### src/rtl/adt_pkg.sv
// package: shared types and constants for the acceleration delta trigger
`default_nettype none

package adt_pkg;

  localparam int unsigned BYTE_W    = 8;
  localparam int unsigned RAW_W     = 16;
  localparam int unsigned SAMPLE_W  = 20;
  localparam int unsigned DELTA_W   = 21;
  localparam int unsigned AVG_W     = 21;
  localparam int unsigned LEVEL_W   = 21;
  localparam int unsigned SENS_W    = 8;
  localparam int unsigned AXES      = 3;

  localparam int unsigned IN_DATA_W  = 56;
  localparam int unsigned OUT_DATA_W = 128;
  localparam int unsigned CFG_IDX_W  = 2;
  localparam int unsigned CFG_DATA_W = 21;

  // status bit that flags fresh xyz data
  localparam int unsigned NEW_DATA_BIT = 3;

  // divide by 16 normally, by 64 in fifo mode
  localparam int unsigned NORMAL_SHIFT = 4;
  localparam int unsigned FIFO_SHIFT   = 6;

  localparam logic [SENS_W-1:0] SENS_RESET = SENS_W'(2);

  typedef enum logic [CFG_IDX_W-1:0] {
    REG_BIG_ENDIAN    = 2'd0,
    REG_SENSITIVITY   = 2'd1,
    REG_FIFO_ENABLED  = 2'd2,
    REG_TRIGGER_LEVEL = 2'd3
  } cfg_reg_t;

  // settings the scaling path needs
  typedef struct packed {
    logic              big_endian;
    logic [SENS_W-1:0] sensitivity;
    logic              fifo_enabled;
  } scale_cfg_t;

endpackage

`default_nettype wire

### src/rtl/adt_scale.sv
// one axis: byte pair assembly, sensitivity scaling and truncating divide
`default_nettype none

module adt_scale (
  input  wire logic [adt_pkg::BYTE_W-1:0]    first_byte,
  input  wire logic [adt_pkg::BYTE_W-1:0]    second_byte,
  input  wire adt_pkg::scale_cfg_t           cfg,
  output logic signed [adt_pkg::SAMPLE_W-1:0] sample
);

  localparam int unsigned PROD_W = adt_pkg::RAW_W + adt_pkg::SENS_W + 1;

  logic signed [adt_pkg::RAW_W-1:0] raw;
  logic signed [adt_pkg::SENS_W:0]  sens_s;
  logic signed [PROD_W-1:0]         prod;
  logic signed [PROD_W-1:0]         bias;
  logic signed [PROD_W-1:0]         biased;
  logic signed [PROD_W-1:0]         shifted;

  always_comb begin
    raw    = cfg.big_endian ? {first_byte, second_byte} : {second_byte, first_byte};
    sens_s = signed'({1'b0, cfg.sensitivity});
    prod   = PROD_W'(raw) * PROD_W'(sens_s);
    // negative products get divisor-1 added so the shift truncates toward zero
    if (prod[PROD_W-1]) begin
      bias = cfg.fifo_enabled ? PROD_W'((1 << adt_pkg::FIFO_SHIFT) - 1)
                              : PROD_W'((1 << adt_pkg::NORMAL_SHIFT) - 1);
    end else begin
      bias = '0;
    end
    biased  = prod + bias;
    shifted = cfg.fifo_enabled ? (biased >>> adt_pkg::FIFO_SHIFT)
                               : (biased >>> adt_pkg::NORMAL_SHIFT);
    sample  = shifted[adt_pkg::SAMPLE_W-1:0];
  end

endmodule

`default_nettype wire

### src/rtl/accel_delta_trigger_unit.sv
// top level: acceleration scaling with running-average delta trigger
`default_nettype none

// Takes one beat per clock unless stalled: a status byte and six raw bytes (x,
// y, z pairs). Beats whose status bit 3 is clear are taken and dropped without
// touching the averages. Every other beat gives one result beat, through the
// input and result registers: three scaled samples, their deltas from the
// per-axis running averages and a trigger flag set when any delta is above
// trigger_level (signed). The whole job, multiply, divide and average update,
// is one registered pass from the input register to the result register, so a
// new beat can enter on every cycle without a stall; the running averages are
// the only state carried from beat to beat. After reset the averages are zero,
// and whenever all three are zero they are first loaded with the current
// samples. Registers are written through cfg_write / cfg_index / cfg_data and
// should only change while no beat is in flight.

module accel_delta_trigger_unit (
  input  wire logic                               clk,
  input  wire logic                               rst,
  // data_status[7:0], raw_byte_0 .. raw_byte_5 in following bytes
  input  wire logic [adt_pkg::IN_DATA_W-1:0]      s_tdata,
  input  wire logic                               s_tvalid,
  output logic                                    s_tready,
  // accel_x[19:0], accel_y[39:20], accel_z[59:40], delta_x[80:60],
  // delta_y[101:81], delta_z[122:102], trigger[123], zeros above
  output logic [adt_pkg::OUT_DATA_W-1:0]          m_tdata,
  output logic                                    m_tvalid,
  input  wire logic                               m_tready,
  input  wire logic                               cfg_write,
  input  wire logic [adt_pkg::CFG_IDX_W-1:0]      cfg_index,
  input  wire logic [adt_pkg::CFG_DATA_W-1:0]     cfg_data
);

  localparam int unsigned SW = adt_pkg::SAMPLE_W;
  localparam int unsigned DW = adt_pkg::DELTA_W;
  localparam int unsigned AW = adt_pkg::AVG_W;
  localparam int unsigned BW = adt_pkg::BYTE_W;

  // configuration registers
  adt_pkg::scale_cfg_t                  scale_cfg;
  logic signed [adt_pkg::LEVEL_W-1:0]   trigger_level;

  always_ff @(posedge clk) begin
    if (rst) begin
      scale_cfg.big_endian   <= 1'b0;
      scale_cfg.sensitivity  <= adt_pkg::SENS_RESET;
      scale_cfg.fifo_enabled <= 1'b0;
      trigger_level          <= '0;
    end else if (cfg_write) begin
      case (adt_pkg::cfg_reg_t'(cfg_index))
        adt_pkg::REG_BIG_ENDIAN:    scale_cfg.big_endian   <= cfg_data[0];
        adt_pkg::REG_SENSITIVITY:   scale_cfg.sensitivity  <= cfg_data[adt_pkg::SENS_W-1:0];
        adt_pkg::REG_FIFO_ENABLED:  scale_cfg.fifo_enabled <= cfg_data[0];
        adt_pkg::REG_TRIGGER_LEVEL: trigger_level <= signed'(cfg_data[adt_pkg::LEVEL_W-1:0]);
        default: ;
      endcase
    end
  end

  // handshake: result register frees when empty or being taken
  logic out_adv;
  logic s1_valid;
  logic [adt_pkg::IN_DATA_W-1:0] s1_data;

  assign out_adv  = !m_tvalid || m_tready;
  assign s_tready = !s1_valid || out_adv;

  // input register, only beats with fresh data become valid
  always_ff @(posedge clk) begin
    if (rst) begin
      s1_valid <= 1'b0;
    end else if (s_tready) begin
      s1_valid <= s_tvalid && s_tdata[adt_pkg::NEW_DATA_BIT];
    end
  end

  always_ff @(posedge clk) begin
    if (s_tready && s_tvalid) begin
      s1_data <= s_tdata;
    end
  end

  // per-axis scaling
  logic signed [SW-1:0] sample [adt_pkg::AXES];

  for (genvar i = 0; i < adt_pkg::AXES; i++) begin : g_axis
    adt_scale u_scale (
      .first_byte  (s1_data[(2*i+2)*BW-1 -: BW]),
      .second_byte (s1_data[(2*i+3)*BW-1 -: BW]),
      .cfg         (scale_cfg),
      .sample      (sample[i])
    );
  end

  // running averages and delta / trigger logic
  logic signed [AW-1:0] avg      [adt_pkg::AXES];
  logic signed [AW-1:0] avg_next [adt_pkg::AXES];
  logic signed [AW-1:0] base     [adt_pkg::AXES];
  logic signed [DW-1:0] delta    [adt_pkg::AXES];
  logic signed [AW:0]   sum      [adt_pkg::AXES];
  logic signed [AW:0]   sum_b    [adt_pkg::AXES];
  logic                 all_zero;
  logic                 trig;

  always_comb begin
    all_zero = (avg[0] == '0) && (avg[1] == '0) && (avg[2] == '0);
    trig     = 1'b0;
    for (int i = 0; i < adt_pkg::AXES; i++) begin
      // averages all zero: seed with the current sample
      base[i]  = all_zero ? AW'(sample[i]) : avg[i];
      delta[i] = DW'(sample[i]) - DW'(base[i]);
      sum[i]   = (AW+1)'(base[i]) + (AW+1)'(sample[i]);
      // halve toward zero
      sum_b[i] = sum[i] + (AW+1)'(sum[i][AW]);
      avg_next[i] = AW'(sum_b[i] >>> 1);
      if (delta[i] > DW'(trigger_level)) begin
        trig = 1'b1;
      end
    end
  end

  always_ff @(posedge clk) begin
    if (rst) begin
      for (int i = 0; i < adt_pkg::AXES; i++) begin
        avg[i] <= '0;
      end
    end else if (out_adv && s1_valid) begin
      for (int i = 0; i < adt_pkg::AXES; i++) begin
        avg[i] <= avg_next[i];
      end
    end
  end

  // result register
  always_ff @(posedge clk) begin
    if (rst) begin
      m_tvalid <= 1'b0;
    end else if (out_adv) begin
      m_tvalid <= s1_valid;
    end
  end

  always_ff @(posedge clk) begin
    if (out_adv && s1_valid) begin
      m_tdata <= {4'b0000, trig, delta[2], delta[1], delta[0],
                  sample[2], sample[1], sample[0]};
    end
  end

endmodule

`default_nettype wire
### config.mk
export PLATFORM = sky130hd
export DESIGN_NAME = accel_delta_trigger_unit
export DESIGN_NICKNAME = d
export VERILOG_FILES = /design/src/rtl/adt_pkg.sv /design/src/rtl/adt_scale.sv /design/src/rtl/accel_delta_trigger_unit.sv
export SDC_FILE = /design/constraint.sdc
export NUM_CORES = 2
export LEC_CHECK = 0
export BUFFER_PORTS_ARGS = -buffer_cell sky130_fd_sc_hd__buf_2
export CAP_MARGIN = 30
export CORE_UTILIZATION = 48
export CTS_CLUSTER_DIAMETER = 80
export DETAILED_ROUTE_END_ITERATION = 6
export GPL_ROUTABILITY_DRIVEN = 0
export PLACE_DENSITY = 0.65
export SLEW_MARGIN = 10
export SYNTH_ARGS = -nofsm -noshare
export SYNTH_HDL_FRONTEND = slang
export SYNTH_SLANG_ARGS = --single-unit
### constraint.sdc
create_clock -name clk -period 34 [get_ports clk]
set_input_delay 3.4 -clock clk [delete_from_list [all_inputs] [get_ports clk]]
set_output_delay 3.4 -clock clk [all_outputs]
set_load 0.02 [all_outputs]
# Word level (Yosys, flattened, before mapping)
# Memory sizes are Yosys's and may differ from the RTL's.
# Cells that the tools add are included.
# totals
word_cells,74
mem_bits_rw,63
memories,1
ff_bits,213
mem_bits_ro,0
output_inout_bits,130
latch_bits,0
input_bits,84
# op_classes
div_mod_pow,0
n_lt_le_gt_ge,3
muxes,22
n_eq_ne,3
shifts,0
n_mul,3
n_reduce_logical,18
bitwise_logic,3
n_addsub,12
# memory_table
memory,words,word_bits,rd,rd_clocked_by_memory_dff,wr,line,rtl
avg,3,21,3,0,3,accel_delta_trigger_unit.sv:96,logic signed [AW-1:0] avg [adt_pkg::AXES];
# op_table
operator,n
two-way mux 21 bit,6
multiplier 16 x 9 -> 25 bit,3
adder 21 x 20 -> 22 bit,3
adder 22 x 1 -> 22 bit,3
greater-than comparator 21 bit,3
logical NOT 21 bit,3
subtractor 20 x 21 -> 21 bit,3
two-way mux 20 bit,3
adder 25 bit,2
two-way mux 25 bit,2
two-way mux 16 bit,3
adder 25 x 7 -> 25 bit,1
two-way mux 6 bit,2
AND reduction 2 bit,4
two-way mux 1 bit,6
logical AND 1 bit,5
"equality test 2 bit, second input constant",2
bitwise OR 1 bit,3
"equality test 2 x 1 -> 1 bit, second input constant",1
logical NOT 1 bit,2
logical NOT 2 bit,1
logical OR 1 bit,2
OR reduction 2 bit,1

# Longest topological paths before layout
# logic_depth
word_depth,9
depth_mapped,57
ltp_nobuf,55

# Modules after synthesis
# From an unflattened synthesis, not the netlist that was laid out.
# unflattened
cells_unflattened,4077
hier_area_um2,36542.5
# by_module_without_submodules
module,seq_area_each_um2,area_per_inst_um2,n_inst,cells_each
accel_delta_trigger_unit,7717.4,18484.0,1,1868
adt_scale (g_axis[0].u_scale),0.0,6047.0,1,734
adt_scale (g_axis[1].u_scale),0.0,6043.3,1,758
adt_scale (g_axis[2].u_scale),0.0,5968.2,1,717

# Worst setup path after synthesis
# Ideal clock, no wire load.
# synth_path
kind,reg2reg
from,register scale_cfg[9] (netlist name)
to,"register m_tdata[123] (netlist name), data pin"
path_buffers,3
period_less_slack_ps,11318
stages_incl_launch_ff,54
setup_time_ps,263
slack_ps,22682
required_time_ps,33737
arrival_time_ps,11055
path_cell_list,dfxtp_1 > clkbuf_1 > clkbuf_1 > mux2_2 > and2_1 > fa_1 > fa_1 > fa_1 > inv_1 > fa_1 > inv_1 > ha_1 > o21a_1 > o21ai_1 > nand2b_1 > and2_1 > o22a_1 > and2_1 > (+18 left out) > a21oi_1 > o21bai_1 > a21oi_1 > o21bai_1 > a221oi_1 > nor4b_1 > o31a_1 > a21oi_1 > o21bai_1 > xnor2_1 > ha_1 > and4_1 > a21oi_1 > nand3_1 > o21ai_0 > a31oi_1 > a31oi_1 > o21ai_0
# synth_lines
element,line,rtl
"start, declared",accel_delta_trigger_unit.sv:40,adt_pkg::scale_cfg_t scale_cfg;
"end signal, assigned",accel_delta_trigger_unit.sv:145,"m_tdata <= {4'b0000, trig, delta[2], delta[1], delta[0],"
"end, declared",accel_delta_trigger_unit.sv:26,"output logic [adt_pkg::OUT_DATA_W-1:0] m_tdata,"

==> flow_summary.json <==
{
  "status": "finished, final reports clean",
  "pin_count": 214,
  "multi_input_area_mm2": 0.0246,
  "crit_top_cell": "a21oi_1",
  "post_cts_buffers": 0,
  "cts_sinks": 268,
  "first_global_vias": 27400,
  "syn_inst": 3891,
  "die_area_mm2": 0.0742,
  "critPathLaunch": "scale_cfg[9]",
  "diodes": 0,
  "ys_warn_count": 0,
  "max_freq_mhz": 76.8,
  "worst_slew_pin_slew_ns": 1.09,
  "powerDensity_mw_per_mm2": 65.1,
  "timing.rr.start": "scale_cfg[9]",
  "min_period_ns": 13.02,
  "slew_violations": 0,
  "grt_overflow_total": 0,
  "synth_edf_count": 235,
  "setup_viol": 0,
  "area_growth_pct": 9.10,
  "ys_seq_area_share_pct": 22.0,
  "drtIter0Drc": 2009,
  "fp.dieH_um": 272,
  "arrival_ns": 13.36,
  "fin_hold_ws_ns": 0.454,
  "layout.nets": 4765,
  "seqCellArea_mm2": 0.00772,
  "synth.cell_area_mm2": 0.0351,
  "postPlaceCellArea_mm2": 0.0370,
  "drv_cap": 0,
  "yosys-top-cells-count": "594 x inv_1, 348 x nand2_1, 343 x ha_1, 312 x fa_1, 235 x edfxtp_1",
  "synth_area_leaders": "edfxtp_1 20%, fa_1 18%, ha_1 12%, inv_1 6.4%, xnor2_1 4.1%",
  "maxSlewHeadroom_pct": 27.3,
  "tritoncts": "built",
  "rsz0062_at_grt": "false",
  "peakVddDrop_uv": 44.2,
  "ys_ff_latch": 268,
  "worstSetupStartpointType": "flip-flop",
  "root_buffer": "clkbuf_16",
  "start_util_pct": 48.8,
  "synth_top_area_share_pct": 20.1,
  "cp-end-kind": "flip-flop",
  "dr.pass1.iters": 6,
  "hold_viol_final": 0,
  "grt_first_pass_wirelength_um": 150000,
  "reg2regPathDepth": 53,
  "via_per_inst": 5.57,
  "crit_path_end": "m_tdata[123]",
  "chipWidth_um": 272,
  "required_ns": 34.34,
  "synth_cell_types": 107,
  "slowest_stage": "mux2i_1",
  "dp_hpwl_um": 75100,
  "post_drt_wl_per_cell_um": 18.8,
  "async_flop_share_pct": 0,
  "fin_crit_sh_pct": 38.3,
  "fin_cells": 5004,
  "n_fill_cell": 6688,
  "drc": 0,
  "final_cell_area_mm2": 0.0383,
  "cts_max_level": 2,
  "cts_buffer_depth": 3,
  "totalNegativeSetupSlack_ns": 0,
  "cpPeakStageDelay_ns": 0.69,
  "rows": 98,
  "finClkSkew_ns": 0.0375,
  "vias": 27900,
  "critPathMaxFanout": 49,
  "antenna_found_initial": 6,
  "synth_area_leader_cell": "edfxtp_1",
  "drive_gt1_share_pct": 10.0,
  "reg2reg_to": "m_tdata[123]",
  "leakagePower_nw": 17.8,
  "fp.coreArea_mm2": 0.0719,
  "min_path_cells": 2,
  "cts_buffers": 37,
  "rrSetupSlack_ns": 20.98,
  "clock_latency_ns": 0.60,
  "grt_use_total_pct": 25.7,
  "clk_pin_slew_ns": 0.07,
  "wl_um": 94300,
  "hold_path.class": "flip-flop to flip-flop",
  "yosys_most_used_dff": "edfxtp_1",
  "synth_most_common_cell": "inv_1",
  "finalCoreUtilization_pct": 53.3,
  "placedCellCount": 4935,
  "syn_area_per_cell_um2": 9.02,
  "criticalPathCategory": "flip-flop to flip-flop",
  "grt_max_degree": 70,
  "hold_buffers": 0,
  "portBuffers": 202,
  "cts_resized": 0,
  "antenna_left": 0
}
## cell type report
class / count / share of cell area (%)
sequential: 268 / 20.2
inverter: 594 / 5.83
clock buffer: 43 / 2.61
tap: 950 / 3.10
clock inverter: 24 / 0.781
multi-input combinational: 2896 / 64.3
timing repair buffer: 229 / 3.20
## per-layer routing
metal  part of all wire (%)  vias to the layer above  routed length [um]  global-route usage (%)
li1                       -                    13400                   -                       -
met1                     44                    13700               41900                    34.7
met2                     47                      751               44600                    43.4
met3                    5.8                      126                5440                    3.21
met4                    2.5                        0                2350                    6.73
met5                      0                        -                   0                       0
## cell usage in the layout (no fill, tap or decap), types with 74 or more instances in the layout
cell type,instances
edfxtp_1,235
buf_2,203
and2_1,213
nand2_1,348
xnor2_1,165
o21ai_0,74
ha_1,343
nor2_1,221
inv_1,592
fa_1,312
a21o_1,107
xor2_1,84
a21oi_1,210
## critical path: cells and delay by family, from the launching register on
| family | cells | cell delay, ns |
|---|---|---|
| multiplexers | 1 | 0.69 |
| buffers and inverters | 4 | 0.64 |
| AND/OR/NAND/NOR | 10 | 1.69 |
| AO/OA/AOI/OAI | 25 | 4.54 |
| XOR/XNOR | 3 | 0.91 |
| adder cells (fa/ha/maj) | 10 | 3.85 |
| flip-flops | 1 | 0.31 |
## cell families (layout without fill, tap and decap cells)
logic type | after synthesis | count (layout) | share of synthesized area [%]
xor+xnor | 251 | 251 | 6.31
mux | 78 | 78 | 2.42
compound gates | 690 | 690 | 13.5
fa+ha+maj | 656 | 656 | 30.1
simple gates | 1217 | 1217 | 17.8
flops | 268 | 268 | 22.0
other cells | 1 | 4 | 0.0107
buf+inv | 730 | 890 | 7.92
## how the worst min path moves through the flow
stage                            startpoint           endpoint  slack, ns
final                     trigger_level[15]  trigger_level[15]       0.45
after global routing       trigger_level[9]   trigger_level[9]       0.47
after CTS                 trigger_level[11]  trigger_level[11]       0.46
after detailed placement  trigger_level[11]  trigger_level[11]       0.45
after global placement    trigger_level[16]  trigger_level[16]       0.44
after floorplan           trigger_level[10]  trigger_level[10]       0.44
## power by group
group / total (mW) / switching (mW) / leakage, nW / internal [mW]
logic: 1.63 / 1.02 / 14.6 / 0.605
clock network: 0.416 / 0.174 / 0.641 / 0.242
registers: 0.450 / 0.0171 / 2.54 / 0.433
total: 2.49 / 1.21 / 17.8 / 1.28
## through the flow
stage | setup WS [ns] | power, mW
2_1_floorplan | 22.68 | 1.61
3_3_place_gp | 21.09 | 2.04
3_5_place_dp | 21.10 | 2.05
4_1_cts | 21.03 | 2.48
5_1_grt | 19.96 | 2.69
6_report | 20.98 | 2.49
## state kept, by name (all words and copies together) (netlist names)
signal / count
scale_cfg: 10
s1_data: 48
m_tvalid: 1
m_tdata: 124
avg: 63
trigger_level: 21
s1_valid: 1
Note: power is estimated with default switching activity, not from simulation.
